## src/rtl/afr_pkg.sv

```systemverilog
// shared types and constants for the addressed frame receiver
package afr_pkg;

  // parser phase
  typedef enum logic [2:0] {
    PH_WAIT = 3'd0,
    PH_ADDR = 3'd1,
    PH_LEN  = 3'd2,
    PH_DATA = 3'd3,
    PH_CHK  = 3'd4,
    PH_END  = 3'd5
  } phase_t;

  // reported status codes
  typedef enum logic [2:0] {
    ST_PAYLOAD  = 3'd0,
    ST_MISMATCH = 3'd1,
    ST_CHK_GOOD = 3'd2,
    ST_CHK_BAD  = 3'd3,
    ST_END_SEEN = 3'd4
  } status_t;

  // configuration register indexes
  localparam logic [1:0] REG_DEVICE_ADDRESS = 2'd0;
  localparam logic [1:0] REG_START_BYTE     = 2'd1;
  localparam logic [1:0] REG_END_BYTE       = 2'd2;

  localparam logic [15:0] DEVICE_ADDRESS_RST = 16'h0000;
  localparam logic [7:0]  START_BYTE_RST     = 8'h02;
  localparam logic [7:0]  END_BYTE_RST       = 8'h03;

  typedef struct packed {
    logic [15:0] device_address;
    logic [7:0]  start_byte;
    logic [7:0]  end_byte;
  } cfg_t;

  typedef struct packed {
    logic       valid;
    status_t    status;
    logic [7:0] payload_byte;
    logic [7:0] payload_index;
  } res_t;

endpackage

```

## src/rtl/afr_in_stage.sv

```systemverilog
// input register stage holding one received word
module afr_in_stage (
  input  logic       clk,
  input  logic       rst,
  input  logic       in_valid,
  output logic       in_ready,
  input  logic [7:0] rx_byte,
  output logic       word_valid,
  output logic [7:0] word_byte,
  input  logic       consume
);

  logic       held;
  logic [7:0] held_byte;

  assign in_ready   = !held || consume;
  assign word_valid = held;
  assign word_byte  = held_byte;

  always_ff @(posedge clk) begin
    if (rst) begin
      held <= 1'b0;
    end else if (in_valid && in_ready) begin
      held <= 1'b1;
    end else if (consume) begin
      held <= 1'b0;
    end
  end

  always_ff @(posedge clk) begin
    if (in_valid && in_ready) begin
      held_byte <= rx_byte;
    end
  end

endmodule

```

## src/rtl/afr_parser.sv

```systemverilog
// frame parser state and per-word decode
module afr_parser (
  input  logic          clk,
  input  logic          rst,
  input  afr_pkg::cfg_t cfg,
  input  logic          word_valid,
  input  logic [7:0]    word_byte,
  input  logic          slot_free,
  output logic          consume,
  output afr_pkg::res_t res
);

  afr_pkg::phase_t phase, phase_next;
  logic        addr_low_seen, addr_low_seen_next;
  logic [15:0] addr_received, addr_received_next;
  logic [7:0]  frame_length, frame_length_next;
  logic [7:0]  bytes_received, bytes_received_next;
  logic [7:0]  running_sum, running_sum_next;
  logic [15:0] addr_full;
  logic [7:0]  count_inc;

  assign consume   = word_valid && slot_free;
  assign addr_full = {word_byte, addr_received[7:0]};
  assign count_inc = bytes_received + 8'd1;

  always_comb begin
    phase_next          = phase;
    addr_low_seen_next  = addr_low_seen;
    addr_received_next  = addr_received;
    frame_length_next   = frame_length;
    bytes_received_next = bytes_received;
    running_sum_next    = running_sum;
    res.valid           = 1'b0;
    res.status          = afr_pkg::ST_PAYLOAD;
    res.payload_byte    = 8'd0;
    res.payload_index   = 8'd0;
    case (phase)
      afr_pkg::PH_WAIT: begin
        if (word_byte == cfg.start_byte) begin
          running_sum_next    = 8'd0;
          addr_received_next  = 16'd0;
          addr_low_seen_next  = 1'b0;
          bytes_received_next = 8'd0;
          frame_length_next   = 8'd0;
          phase_next          = afr_pkg::PH_ADDR;
        end
      end
      afr_pkg::PH_ADDR: begin
        running_sum_next = running_sum + word_byte;
        if (!addr_low_seen) begin
          addr_received_next = {8'd0, word_byte};
          addr_low_seen_next = 1'b1;
        end else begin
          addr_received_next = addr_full;
          addr_low_seen_next = 1'b0;
          if (addr_full == cfg.device_address) begin
            phase_next = afr_pkg::PH_LEN;
          end else begin
            phase_next = afr_pkg::PH_WAIT;
            res.valid  = 1'b1;
            res.status = afr_pkg::ST_MISMATCH;
          end
        end
      end
      afr_pkg::PH_LEN: begin
        frame_length_next = word_byte;
        running_sum_next  = running_sum + word_byte;
        phase_next        = (word_byte == 8'd0) ? afr_pkg::PH_CHK : afr_pkg::PH_DATA;
      end
      afr_pkg::PH_DATA: begin
        bytes_received_next = count_inc;
        running_sum_next    = running_sum + word_byte;
        if (count_inc == frame_length) begin
          phase_next = afr_pkg::PH_CHK;
        end
        res.valid         = 1'b1;
        res.status        = afr_pkg::ST_PAYLOAD;
        res.payload_byte  = word_byte;
        res.payload_index = bytes_received;
      end
      afr_pkg::PH_CHK: begin
        phase_next = afr_pkg::PH_END;
        res.valid  = 1'b1;
        res.status = (running_sum == word_byte) ? afr_pkg::ST_CHK_GOOD
                                                : afr_pkg::ST_CHK_BAD;
      end
      afr_pkg::PH_END: begin
        phase_next = afr_pkg::PH_WAIT;
        if (word_byte == cfg.end_byte) begin
          res.valid  = 1'b1;
          res.status = afr_pkg::ST_END_SEEN;
        end
      end
      default: begin
        phase_next = afr_pkg::PH_WAIT;
      end
    endcase
  end

  always_ff @(posedge clk) begin
    if (rst) begin
      phase          <= afr_pkg::PH_WAIT;
      addr_low_seen  <= 1'b0;
      addr_received  <= 16'd0;
      frame_length   <= 8'd0;
      bytes_received <= 8'd0;
      running_sum    <= 8'd0;
    end else if (consume) begin
      phase          <= phase_next;
      addr_low_seen  <= addr_low_seen_next;
      addr_received  <= addr_received_next;
      frame_length   <= frame_length_next;
      bytes_received <= bytes_received_next;
      running_sum    <= running_sum_next;
    end
  end

endmodule

```

## src/rtl/afr_out_reg.sv

```systemverilog
// result register on the output channel
module afr_out_reg (
  input  logic          clk,
  input  logic          rst,
  input  afr_pkg::res_t res,
  input  logic          consume,
  output logic          slot_free,
  output logic          out_valid,
  input  logic          out_ready,
  output logic [2:0]    status,
  output logic [7:0]    payload_byte,
  output logic [7:0]    payload_index
);

  logic          full;
  afr_pkg::res_t held;

  assign slot_free     = !full || out_ready;
  assign out_valid     = full;
  assign status        = held.status;
  assign payload_byte  = held.payload_byte;
  assign payload_index = held.payload_index;

  always_ff @(posedge clk) begin
    if (rst) begin
      full <= 1'b0;
    end else if (slot_free) begin
      full <= consume && res.valid;
    end
  end

  always_ff @(posedge clk) begin
    if (slot_free && consume && res.valid) begin
      held <= res;
    end
  end

endmodule

```

## src/rtl/addressed_frame_receiver_unit.sv

```systemverilog
// addressed frame receiver: start byte, address, length, payload, checksum, end byte
// a word is registered in the input stage and its result in the result register;
// one word per cycle while the output register is read or empty; the output
// register frees in the cycle it is read
// reset (rst, synchronous, active high) returns the parser to waiting for a start
// byte and loads device_address 0, start_byte 2, end_byte 3
module addressed_frame_receiver_unit (
  input  logic        clk,
  input  logic        rst,
  // received word channel
  input  logic        in_valid,
  output logic        in_ready,
  input  logic [7:0]  rx_byte,
  // result word channel
  output logic        out_valid,
  input  logic        out_ready,
  output logic [2:0]  status,
  output logic [7:0]  payload_byte,
  output logic [7:0]  payload_index,
  // configuration write port
  input  logic        cfg_write,
  input  logic [1:0]  cfg_index,
  input  logic [15:0] cfg_data
);

  afr_pkg::cfg_t cfg;
  afr_pkg::res_t res;
  logic          word_valid;
  logic [7:0]    word_byte;
  logic          consume;
  logic          slot_free;

  // configuration registers; an index beyond the list is dropped
  always_ff @(posedge clk) begin
    if (rst) begin
      cfg.device_address <= afr_pkg::DEVICE_ADDRESS_RST;
      cfg.start_byte     <= afr_pkg::START_BYTE_RST;
      cfg.end_byte       <= afr_pkg::END_BYTE_RST;
    end else if (cfg_write) begin
      case (cfg_index)
        afr_pkg::REG_DEVICE_ADDRESS: cfg.device_address <= cfg_data;
        afr_pkg::REG_START_BYTE:     cfg.start_byte     <= cfg_data[7:0];
        afr_pkg::REG_END_BYTE:       cfg.end_byte       <= cfg_data[7:0];
        default: begin
        end
      endcase
    end
  end

  // input register, refilled in the same cycle it drains
  afr_in_stage u_in_stage (
    .clk        (clk),
    .rst        (rst),
    .in_valid   (in_valid),
    .in_ready   (in_ready),
    .rx_byte    (rx_byte),
    .word_valid (word_valid),
    .word_byte  (word_byte),
    .consume    (consume)
  );

  // parser: one state update per word, at most one result word
  afr_parser u_parser (
    .clk        (clk),
    .rst        (rst),
    .cfg        (cfg),
    .word_valid (word_valid),
    .word_byte  (word_byte),
    .slot_free  (slot_free),
    .consume    (consume),
    .res        (res)
  );

  // result register; a word with no result simply passes through the parser
  afr_out_reg u_out_reg (
    .clk           (clk),
    .rst           (rst),
    .res           (res),
    .consume       (consume),
    .slot_free     (slot_free),
    .out_valid     (out_valid),
    .out_ready     (out_ready),
    .status        (status),
    .payload_byte  (payload_byte),
    .payload_index (payload_index)
  );

endmodule
```

## config.mk

```make
export PLATFORM = sky130hd
export DESIGN_NAME = addressed_frame_receiver_unit
export DESIGN_NICKNAME = d
export VERILOG_FILES = /design/src/rtl/afr_pkg.sv /design/src/rtl/afr_in_stage.sv /design/src/rtl/afr_parser.sv /design/src/rtl/afr_out_reg.sv /design/src/rtl/addressed_frame_receiver_unit.sv
export SDC_FILE = /design/constraint.sdc
export NUM_CORES = 1
export LEC_CHECK = 0
export BUFFER_PORTS_ARGS = -buffer_cell sky130_fd_sc_hd__buf_2
export CAP_MARGIN = 0
export CORE_UTILIZATION = 55
export CTS_CLUSTER_SIZE = 40
export DETAILED_ROUTE_END_ITERATION = 7
export GPL_TIMING_DRIVEN = 0
export HOLD_SLACK_MARGIN = 0.03
export PLACE_DENSITY = 0.85
export SYNTH_ARGS = -nofsm -noshare
export SYNTH_HDL_FRONTEND = slang
export SYNTH_HIERARCHICAL = 1
export SYNTH_SLANG_ARGS = --single-unit
```

## constraint.sdc

```tcl
create_clock -name clk -period 3.44 [get_ports clk]
set_clock_uncertainty 0.15 [all_clocks]
set_input_delay 0.344 -clock clk [delete_from_list [all_inputs] [get_ports clk]]
set_output_delay 0.344 -clock clk [all_outputs]
set_load 0.05 [all_outputs]
```

==> results.tsv, run 1 <==
stage	metric	value	unit
timing	fin_setup_tns	0	ps
timing	min_period	2920	ps
cells_and_area	final_common_cell	dfxtp_1	
floorplan	dieArea	0.00949	mm^2
timing	setup_viol	0	
logic_synthesis	synth_cells	480	
drt	wl_per_cell	17.3	um
floorplan	core	0.00876	mm^2
setup_path	timing.rr.start	u_in_stage/word_byte[7]	
cells_and_area	area_growth	14.1	%
min_path	hp-class	in -> reg	
cts	clkLatencyLatePin	370	ps
global_routing	grt_max_degree	20	
setup_path	worst_path_max_delay_cell	nor4_1	
min_path	min_to	cfg[29]	
cells_and_area	fillerInstances	678	
setup_path	critical_path.endpoint_type	register	
logic_synthesis	ys_ff_latch	97	
logic_synthesis	ys.flop_type	dfxtp_1	
cells_and_area	layout_common_cells	dfxtp_1 (70), buf_2 (56), nand2b_1 (46), xnor2_1 (37), mux2i_1 (36)	
setup_path	critPathMaxFanout	19	
min_path	min_from	cfg_data[13]	
setup_path	r2r_cells	9	
drt	routed_wl	11.5	mm
setup_path	critPathKind	reg -> reg	
global_routing	grt_pass1_wl	18.6	mm
logic_synthesis	yosysSeqAreaShare	44.2	%
cts	clk_path_buf_depth	2	
cells_and_area	drive_gt1_share	19.8	%
pwr	powerDensity	389	mW/mm^2
cts	cts_tree	yes	
setup_path	path_cells	buf_2 > xnor2_1 > nand4_1 > nor4_1 > nor2b_1 > o21ai_0 > or3b_1 > nand2_2 > nor2b_4	
cts	cts_buffers	9	
floorplan	initial_core_util	57.1	%
pwr	power.leakage	2.31	nW
drt	viasPerCell	5.90	
pwr	irDropWorstVdd	0.216	mV
floorplan	die_h	97.4	um
setup_path	critPathArrivalTime	2880	ps
timing	rsz0062_at_grt	false	
timing	maxSlewHeadroom	33.6	%
logic_synthesis	postSynth.asyncResetShare	0	%
min_path	hold_depth	3	
setup_path	r2r-end	u_out_reg/payload_byte[3]	
setup_path	slowest_delay	540	ps
cts	cts_sinks	97	
cells_and_area	multi_input_area	0.00249	mm^2
cts	htreeDepth	3	
timing	hold_violations	0	
setup_path	cp.required	3400	ps
cells_and_area	final_nets	590	
logic_synthesis	synth_cell_types	73	
floorplan	rows	34	
drt	final_antenna_net_count	0	
global_routing	grt.overflow.total	0	
drt	dr.pass1.iters	6	
cts	cts_root_buf	clkbuf_8	
placed_design	dp_hpwl	8.03	mm
pwr	power	2.22	mW
placed_design	port_buffers	51	
setup_path	cp-start-kind	register	
floorplan	die_width	97.4	um
drt	vias	3914	
placed_design	place.gp.congestion	0.936	
logic_synthesis	synth_edf_count	27	
setup_path	r2r_slack	520	ps
timing	fin_ws	518	ps
drt	remaining_drc_errors	0	
cts	cts_setup_buffers	0	
floorplan	io_pins	52	
flow_run	drv_cap	0	
global_routing	grt.total_usage	24.8	%
timing	final_max_slew_viol_count	0	
logic_synthesis	synth_area_per_cell	10.4	um^2
cells_and_area	ff_latch_area	0.00221	mm^2
drt	drtIter0Drc	315	
timing	tightestPinTransition	982	ps
global_routing	grt_antenna_before_repair	0	
logic_synthesis	netlist_area	0.00501	mm^2
cells_and_area	antenna_cells	0	
outcome	status	finished clean	
timing	fin_crit_sh	84.9	%
cts	clkTransAtPathRegs	90	ps
logic_synthesis	ys_warn_count	6	
placed_design	dp_slack	586	ps
logic_synthesis	syn-num-nets	520	
global_routing	grt_pass1_vias	3797	
timing	timing.fmax	342	MHz
## power by group
| group | switching (mW) | internal [mW] | total [mW] |
|---|---|---|---|
| clock | 0.400 | 0.418 | 0.818 |
| combinational | 0.105 | 0.0934 | 0.198 |
| sequential | 0.0168 | 1.19 | 1.21 |
| total | 0.521 | 1.70 | 2.22 |
## repair_timing
action / CTS / global route
endpoints found under the hold margin: 8 / 0
gates resized for setup: 0 / 0
hold buffers: 8 / 0
## cells in the mapped netlist, types with 7 or more instances
cell type,number,area [um^2]
dfxtp_1,70,1400
nand2b_1,46,288
xnor2_1,37,324
mux2i_1,36,360
edfxtp_1,27,811
nor2_1,24,90.1
a21oi_1,19,95.1
nand2_1,17,63.8
and3_1,16,100
o21ai_0,12,60.1
clkbuf_1,11,41.3
inv_1,10,37.5
nor3_1,10,50.1
nand4_1,9,56.3
buf_6,8,90.1
ha_1,8,100
nor2b_1,8,50.1
a22o_1,7,61.3
nand3_1,7,35.0
## final cells by class
type	count	area share (%)
sequential	97	38.7
multi-input combinational	340	43.7
buffer	32	4.53
clock buffer	13	3.72
inverter	11	0.723
timing repair buffer	59	5.87
tap	108	2.37
clock inverter	3	0.394
## cells by family (layout without fill, tap and decap cells)
family                     Yosys count  in the layout  synth area share, %
AOI/OAI and AO/OA                   73             73                 10.4
xor gates and xnor gates            47             47                 8.82
adders and majority gates            9              9                 2.40
buffers and inverters               43            118                 6.00
DFF                                 97             97                 44.2
muxes                               36             36                 7.20
and+or+nand+nor                    175            175                 21.0
## worst max path at each step
stage	from	end	slack, ps	depth (start not counted)
2_1_floorplan	u_in_stage/word_byte[7]	u_out_reg/payload_byte[0]	1100	9
3_3_place_gp	u_in_stage/word_byte[7]	u_out_reg/payload_index[2]	600	9
3_5_place_dp	u_in_stage/word_byte[7]	u_out_reg/payload_index[5]	590	9
4_1_cts	u_in_stage/word_byte[7]	u_out_reg/payload_byte[7]	570	9
5_1_grt	u_in_stage/word_byte[7]	u_out_reg/status[1]	390	9
6_report	u_in_stage/word_byte[7]	u_out_reg/payload_byte[3]	520	9
## worst max-delay path, delay by kind of cell, from the launching register on
family	cells	cell delay (ps)
AO/OA/AOI/OAI	1	160
XOR/XNOR	1	190
buffers and inverters	1	250
flip-flops	1	440
AND/OR/NAND/NOR	6	1450
## through the flow
stage	util [%]	hold slack, ps	instance area [um^2]	std cells
2_1_floorplan	-	256	5010	480
3_3_place_gp	61.6	296	5400	639
3_5_place_dp	61.6	300	5400	639
4_1_cts	65.2	62.8	5710	663
5_1_grt	65.2	68.8	5710	663
6_report	65.2	71.8	5710	663
## state kept, by name (all words and copies together), names as in the netlist, 3 cells and up
register / count
cfg: 32
u_in_stage/word_byte: 8
u_out_reg/payload_byte: 8
u_out_reg/payload_index: 8
u_out_reg/status: 3
u_parser/addr_received: 8
u_parser/bytes_received: 8
u_parser/frame_length: 8
u_parser/phase: 3
u_parser/running_sum: 8
## per-layer routing
layer	wire [um]	global-route usage, %	up-vias
li1	-	-	1849
met4	267	10.3	0
met5	0	0	-
met1	4660	30.3	1880
met2	5600	41.4	167
met3	957	6.33	18
Power figures use the tool's default switching activity.
==> run 2, diff against run 1 <==
Clock period 3.44 ns to 2.79 ns, I/O delays scaled along.
==> run 2 against run 1 <==
- sequential share of layout area decreased by 1.1 points
- highest routed layer unchanged
- combinational power rose by 34%
- cell count rose by 2.0%
- register-to-register slack worse by 450 ps
==> results.tsv, run 2 (synthesis results as in run 1) <==
stage	metric	value	unit	change
setup_path	critical_path.endpoint_type	register		
drt	dr.pass1.iters	6		unchanged
timing	fin_crit_sh	97.5	%	+13 points
cts	cts_buffers	9		unchanged
cts	clk_path_buf_depth	2		unchanged
drt	drtIter0Drc	346		+9.8%
cts	cts_tree	yes		
placed_design	place.gp.congestion	0.936		unchanged
setup_path	cp-start-kind	register		
drt	met1_length	4.86	mm	+4.4%
timing	timing.fmax	368	MHz	+7.4%
cells_and_area	area_growth	17.4	%	
flow_run	drv_cap	0		unchanged
cells_and_area	regMostFlops	cfg		
drt	vias	4015		+2.6%
timing	min_period	2720	ps	-202 ps
floorplan	die_width	97.4	um	unchanged
placed_design	dpl-instance-area	0.00540	mm^2	unchanged
global_routing	grt.total_usage	25.4	%	+0.59 points
pwr	power.leakage	2.37	nW	+3.0%
global_routing	grt.overflow.total	0		unchanged
pwr	power	2.76	mW	+24%
timing	hold_violations	0		unchanged
timing	fin_setup_tns	0	ps	unchanged
global_routing	grt_pass1_vias	3855		+1.5%
placed_design	dp_slack	-64.0	ps	-650 ps
drt	dr_wl_met3	905	um	-5.4%
cts	cts_root_buf	clkbuf_8		
global_routing	grt_antenna_before_repair	0		unchanged
outcome	status	finished clean		
timing	final_max_slew_viol_count	0		unchanged
drt	remaining_drc_errors	0		unchanged
pwr	powerDensity	469	mW/mm^2	+21%
drt	dr_wl_met2	5.87	mm	+4.8%
cells_and_area	antenna_cells	0		unchanged
cells_and_area	fillerInstances	654		-3.5%
cts	cts_sinks	97		unchanged
drt	viasPerCell	5.94		+0.61%
setup_path	cp.required	2770	ps	-630 ps
cts	clkLatencyLatePin	370	ps	about the same
placed_design	dp_hpwl	8.03	mm	unchanged
setup_path	critPathKind	reg -> reg		
floorplan	die_h	97.4	um	unchanged
global_routing	grt_pass1_wl	19.0	mm	+2.2%
drt	highest-signal-layer	met4		
drt	routed_wl	11.9	mm	+3.8%
setup_path	critPathArrivalTime	2700	ps	-180 ps
floorplan	core	0.00876	mm^2	unchanged
drt	wl_per_cell	17.6	um	+1.8%
global_routing	grt_max_degree	20		unchanged
pwr	irDropWorstVdd	0.268	mV	+24%
cells_and_area	drive_gt1_share	20.8	%	+0.95 points
cells_and_area	layout_common_cells	dfxtp_1 (70), buf_2 (54), nand2b_1 (46), mux2i_1 (36), xnor2_1 (36)		
floorplan	rows	34		unchanged
cells_and_area	design_area	0.00588	mm^2	+2.9%
cells_and_area	largest_reg_flops	32		unchanged
timing	tightestPinTransition	947	ps	-35.0 ps
drt	final_antenna_net_count	0		unchanged
setup_path	critPathMaxFanout	19		unchanged
placed_design	port_buffers	51		unchanged
cts	htreeDepth	3		unchanged
timing	setup_viol	0		unchanged
floorplan	dieArea	0.00949	mm^2	unchanged
cells_and_area	final_nets	603		+2.2%
min_path	hp-class	in -> reg		
cells_and_area	final_common_cell	dfxtp_1		
timing	fin_ws	70.2	ps	-448 ps
floorplan	io_pins	52		unchanged
timing	timing.hold.ws	44.1	ps	-27.7 ps
floorplan	initial_core_util	57.1	%	unchanged
cts	clkTransAtPathRegs	90	ps	about the same
timing	maxSlewHeadroom	36.0	%	+2.4 points
-- run 2: layer usage --
layer  track usage (%)  vias to the layer above
met5                 0                        -
met4              11.0                        0
met3              6.19                       27
met2              42.8                      182
met1              30.7                     1933
li1                  -                     1873
-- run 2: layout make-up --
| type | count | area [um^2] | area share (%) |
|---|---|---|---|
| repair buffers | 72 | 468 | 7.96 |
| clock inverters | 3 | 22.5 | 0.383 |
| plain buffers | 32 | 264 | 4.49 |
| multi-input cells | 340 | 2520 | 42.9 |
| well taps | 108 | 135 | 2.30 |
| inverters | 11 | 41.3 | 0.703 |
| clock buffers | 13 | 213 | 3.62 |
| flip-flops and latches | 97 | 2210 | 37.6 |
-- run 2: timing repair --
| action | in CTS | in global routing |
|---|---|---|
| setup buffers | 0 | 4 |
| hold endpoints to repair | 17 | 0 |
| endpoints found under the setup margin | 19 | 19 |
| pin swaps | 0 | 3 |
| gates resized for setup | 1 | 7 |
| hold buffers | 17 | 0 |
-- run 2: worst max-delay path: stages, from the launching register on --
cell and delay (ps):
edfxtp_1 440, buf_6 170, xnor2_1 170, nand4_1 170, nor4_4 410, nor2b_2 90
o21ai_0 140, or3b_4 400, nand2_2 120, nor2b_4 60, buf_12 150
-- run 2: metrics by stage --
stage	util [%]	cells
after floorplan	-	480
after global placement	61.6	639
after global routing	67.1	676
after CTS	66.3	672
after detailed placement	61.6	639
final	67.1	676
-- run 2: final timing paths --
path,start,endpoint,slack [ps],cells after the start
max,u_in_stage/word_byte[1],u_out_reg/payload_index[1],70,10
min,cfg_data[0],cfg[0],40,3
max reg2reg,u_in_stage/word_byte[1],u_out_reg/payload_index[1],70,10
min reg2reg,u_parser/running_sum[4],u_parser/running_sum[4],310,2
-- run 2: power by group --
| group | leakage [nW] | internal (mW) | switching, mW |
|---|---|---|---|
| registers | 0.854 | 1.47 | 0.0200 |
| logic | 1.40 | 0.128 | 0.138 |
| clock network | 0.121 | 0.515 | 0.490 |
| total | 2.37 | 2.11 | 0.649 |
==> run 3, diff against run 2 <==
--- a/config.mk
+++ b/config.mk
@@ -11,7 +11,7 @@
 export CTS_CLUSTER_SIZE = 40
 export DETAILED_ROUTE_END_ITERATION = 7
-export GPL_TIMING_DRIVEN = 0
 export HOLD_SLACK_MARGIN = 0.03
 export PLACE_DENSITY = 0.85
+export SKIP_CTS_REPAIR_TIMING = 1
 export SYNTH_ARGS = -nofsm -noshare
 export SYNTH_HDL_FRONTEND = slang
--- a/constraint.sdc
+++ b/constraint.sdc
@@ -3,3 +3,3 @@
 set_input_delay 0.279 -clock clk [delete_from_list [all_inputs] [get_ports clk]]
 set_output_delay 0.279 -clock clk [all_outputs]
-set_load 0.05 [all_outputs]
+set_load 0.01 [all_outputs]
==> run 3 against run 2 <==
- worst hold slack worse by 26 ps
- fmax down 0.92%
- total power decreased by 4.7%
- sequential power barely moved
- critical endpoint is now u_out_reg/payload_byte[7]
- first-iteration DRC count is 38% lower
- sequential cell count unchanged
- non-clock buffer count down 24
- cell count decreased by 3.6%
- worst setup slack worse by 25 ps
==> results.tsv, run 3 (synthesis results as in run 1) <==
stage	metric	value	unit	change
outcome	status	finished clean		
pwr	p_seq_share	57.2	%	+3.3 points
floorplan	core	0.00876	mm^2	unchanged
global_routing	grt_pass1_wl	18.3	mm	-3.6%
drt	viasPerCell	5.94		about the same
cts	cts_buffers	9		unchanged
setup_path	critPathArrivalTime	2690	ps	about the same
pwr	power_switching	625	uW	-3.7%
cells_and_area	final_common_cell	dfxtp_1		
setup_path	cp-start-kind	register		
cells_and_area	layout_common_cells	dfxtp_1 (70), buf_2 (51), nand2b_1 (46), xnor2_1 (37), mux2i_1 (36)		
floorplan	initial_core_util	57.1	%	unchanged
timing	setup_viol	0		unchanged
placed_design	place_inst	621		-2.8%
floorplan	rows	34		unchanged
floorplan	dieArea	0.00949	mm^2	unchanged
cts	cts_sinks	97		unchanged
cells_and_area	antenna_cells	0		unchanged
setup_path	r2r_cells	8		-2
placed_design	dpl-instance-area	0.00524	mm^2	-2.9%
pwr	power.leakage	2.26	nW	-4.7%
global_routing	grt.overflow.total	0		unchanged
drt	routed_wl	11.3	mm	-4.8%
cells_and_area	drive_gt1_share	20.0	%	-0.74 points
cts	htreeDepth	3		unchanged
floorplan	die_width	97.4	um	unchanged
global_routing	grt.total_usage	24.3	%	-1.0 points
pwr	internal-power	2.00	mW	-5.0%
cells_and_area	fin_util	63.6	%	-3.4 points
flow_run	drv_cap	0		unchanged
placed_design	dp_hpwl	7.99	mm	-0.52%
pwr	p_sw_share	23.8	%	+0.24 points
cts	clkLatencyLatePin	360	ps	about the same
cts	clk_path_buf_depth	2		unchanged
cells_and_area	area_growth	11.4	%	
global_routing	grt_max_degree	69		+250%
timing	min_period	2750	ps	+25.3 ps
drt	wl_per_cell	17.4	um	-1.3%
global_routing	grt_pass1_vias	3690		-4.3%
cells_and_area	design_area	0.00558	mm^2	-5.1%
min_path	hp-class	in -> reg		
setup_path	critPathKind	reg -> reg		
cts	cts_tree	yes		
cells_and_area	final_cells	652		-3.6%
cells_and_area	regMostFlops	cfg		
cts	clkTransAtPathRegs	100	ps	about the same
min_path	hold_depth	3		unchanged
cells_and_area	largest_reg_flops	32		unchanged
floorplan	die_h	97.4	um	unchanged
timing	final_max_slew_viol_count	0		unchanged
timing	fin_crit_sh	98.4	%	+0.91 points
timing	rsz0062_at_grt	false		
placed_design	place.gp.congestion	0.928		-0.92%
setup_path	critPathMaxFanout	19		unchanged
placed_design	port_buffers	51		unchanged
cts	cts_root_buf	clkbuf_8		
timing	maxSlewHeadroom	41.0	%	+5.1 points
pwr	powerDensity	471	mW/mm^2	+0.43%
floorplan	io_pins	52		unchanged
drt	dr.pass1.iters	5		-1
global_routing	grt_antenna_before_repair	0		unchanged
drt	drtIter0Drc	216		-38%
timing	timing.fmax	364	MHz	-0.92%
cells_and_area	final_nets	579		-4.0%
timing	tightestPinTransition	877	ps	-69.9 ps
drt	final_antenna_net_count	0		unchanged
pwr	irDropWorstVdd	0.249	mV	-7.0%
pwr	clkPwrFrac	34.7	%	-1.8 points
setup_path	cp.required	2730	ps	-40 ps
drt	vias	3875		-3.5%
timing	fin_setup_tns	0	ps	unchanged
drt	remaining_drc_errors	0		unchanged
timing	hold_violations	0		unchanged
setup_path	critical_path.endpoint_type	register		
pwr	power.share.combinational	8.1	%	-1.6 points
-- run 3: changes by cell type in the layout (fill, tap and decap cells not counted), sizes merged --
| cell | change |
|---|---|
| clkbuf | -16 |
| dlygate4sd3 | -8 |
| buf | +2 |
| dlygate4sd1 | -1 |
| clkdlybuf4s15 | -1 |
-- run 3: per-layer routing --
layer	wire, um	share of wire, %	up-vias	global-route usage [%]
met5	0	0	-	0
met4	219	1.9	0	9.73
met3	873	7.7	22	3.45
met2	5230	46	198	38.4
met1	5010	44	1826	33.8
li1	-	-	1829	-
-- run 3: layout make-up --
cell class	instances	area, um^2
Timing Repair Buffer	80	495
Clock inverter	3	20.0
Tap cell	108	135
Multi-Input combinational cell	340	2490
Sequential cell	97	2210
Inverter	11	41.3
Clock buffer	13	180
Fill cell	673	3190
-- run 3: critical path: stages, from the launching register on --
cell,delay [ps]
edfxtp_1,620
xnor2_1,300
nand4_1,120
nor4_1,350
nor2b_1,130
o21ai_0,170
or3b_1,370
nand2_2,140
nor2b_4,130
-- run 3: final timing paths --
path / from / slack (ps) / endpoint
max: u_in_stage/word_byte[6] / 40 / u_out_reg/payload_byte[7]
min: cfg_data[11] / 20 / cfg[27]
max reg2reg: u_in_stage/word_byte[6] / 40 / u_out_reg/payload_byte[7]
min reg2reg: u_parser/running_sum[2] / 320 / u_parser/running_sum[2]
-- run 3: power groups by stage --
| stage | logic, mW | registers, mW | clock network [mW] |
|---|---|---|---|
| 2_1_floorplan | 0.160 | 1.51 | 0 |
| 3_3_place_gp | 0.186 | 1.54 | 0 |
| 3_5_place_dp | 0.190 | 1.54 | 0 |
| 4_1_cts | 0.192 | 1.51 | 0.914 |
| 5_1_grt | 0.230 | 1.51 | 0.970 |
| 6_report | 0.213 | 1.50 | 0.912 |
-- run 3: metrics by stage --
step                      setup WS, ps  power [mW]  hold slack, ps
after floorplan                    449        1.67             191
after global placement             243        1.72             300
after detailed placement           159        1.73             306
after CTS                          110        2.61           -54.4
after global routing             0.899        2.71            36.2
final                             44.9        2.63            18.6
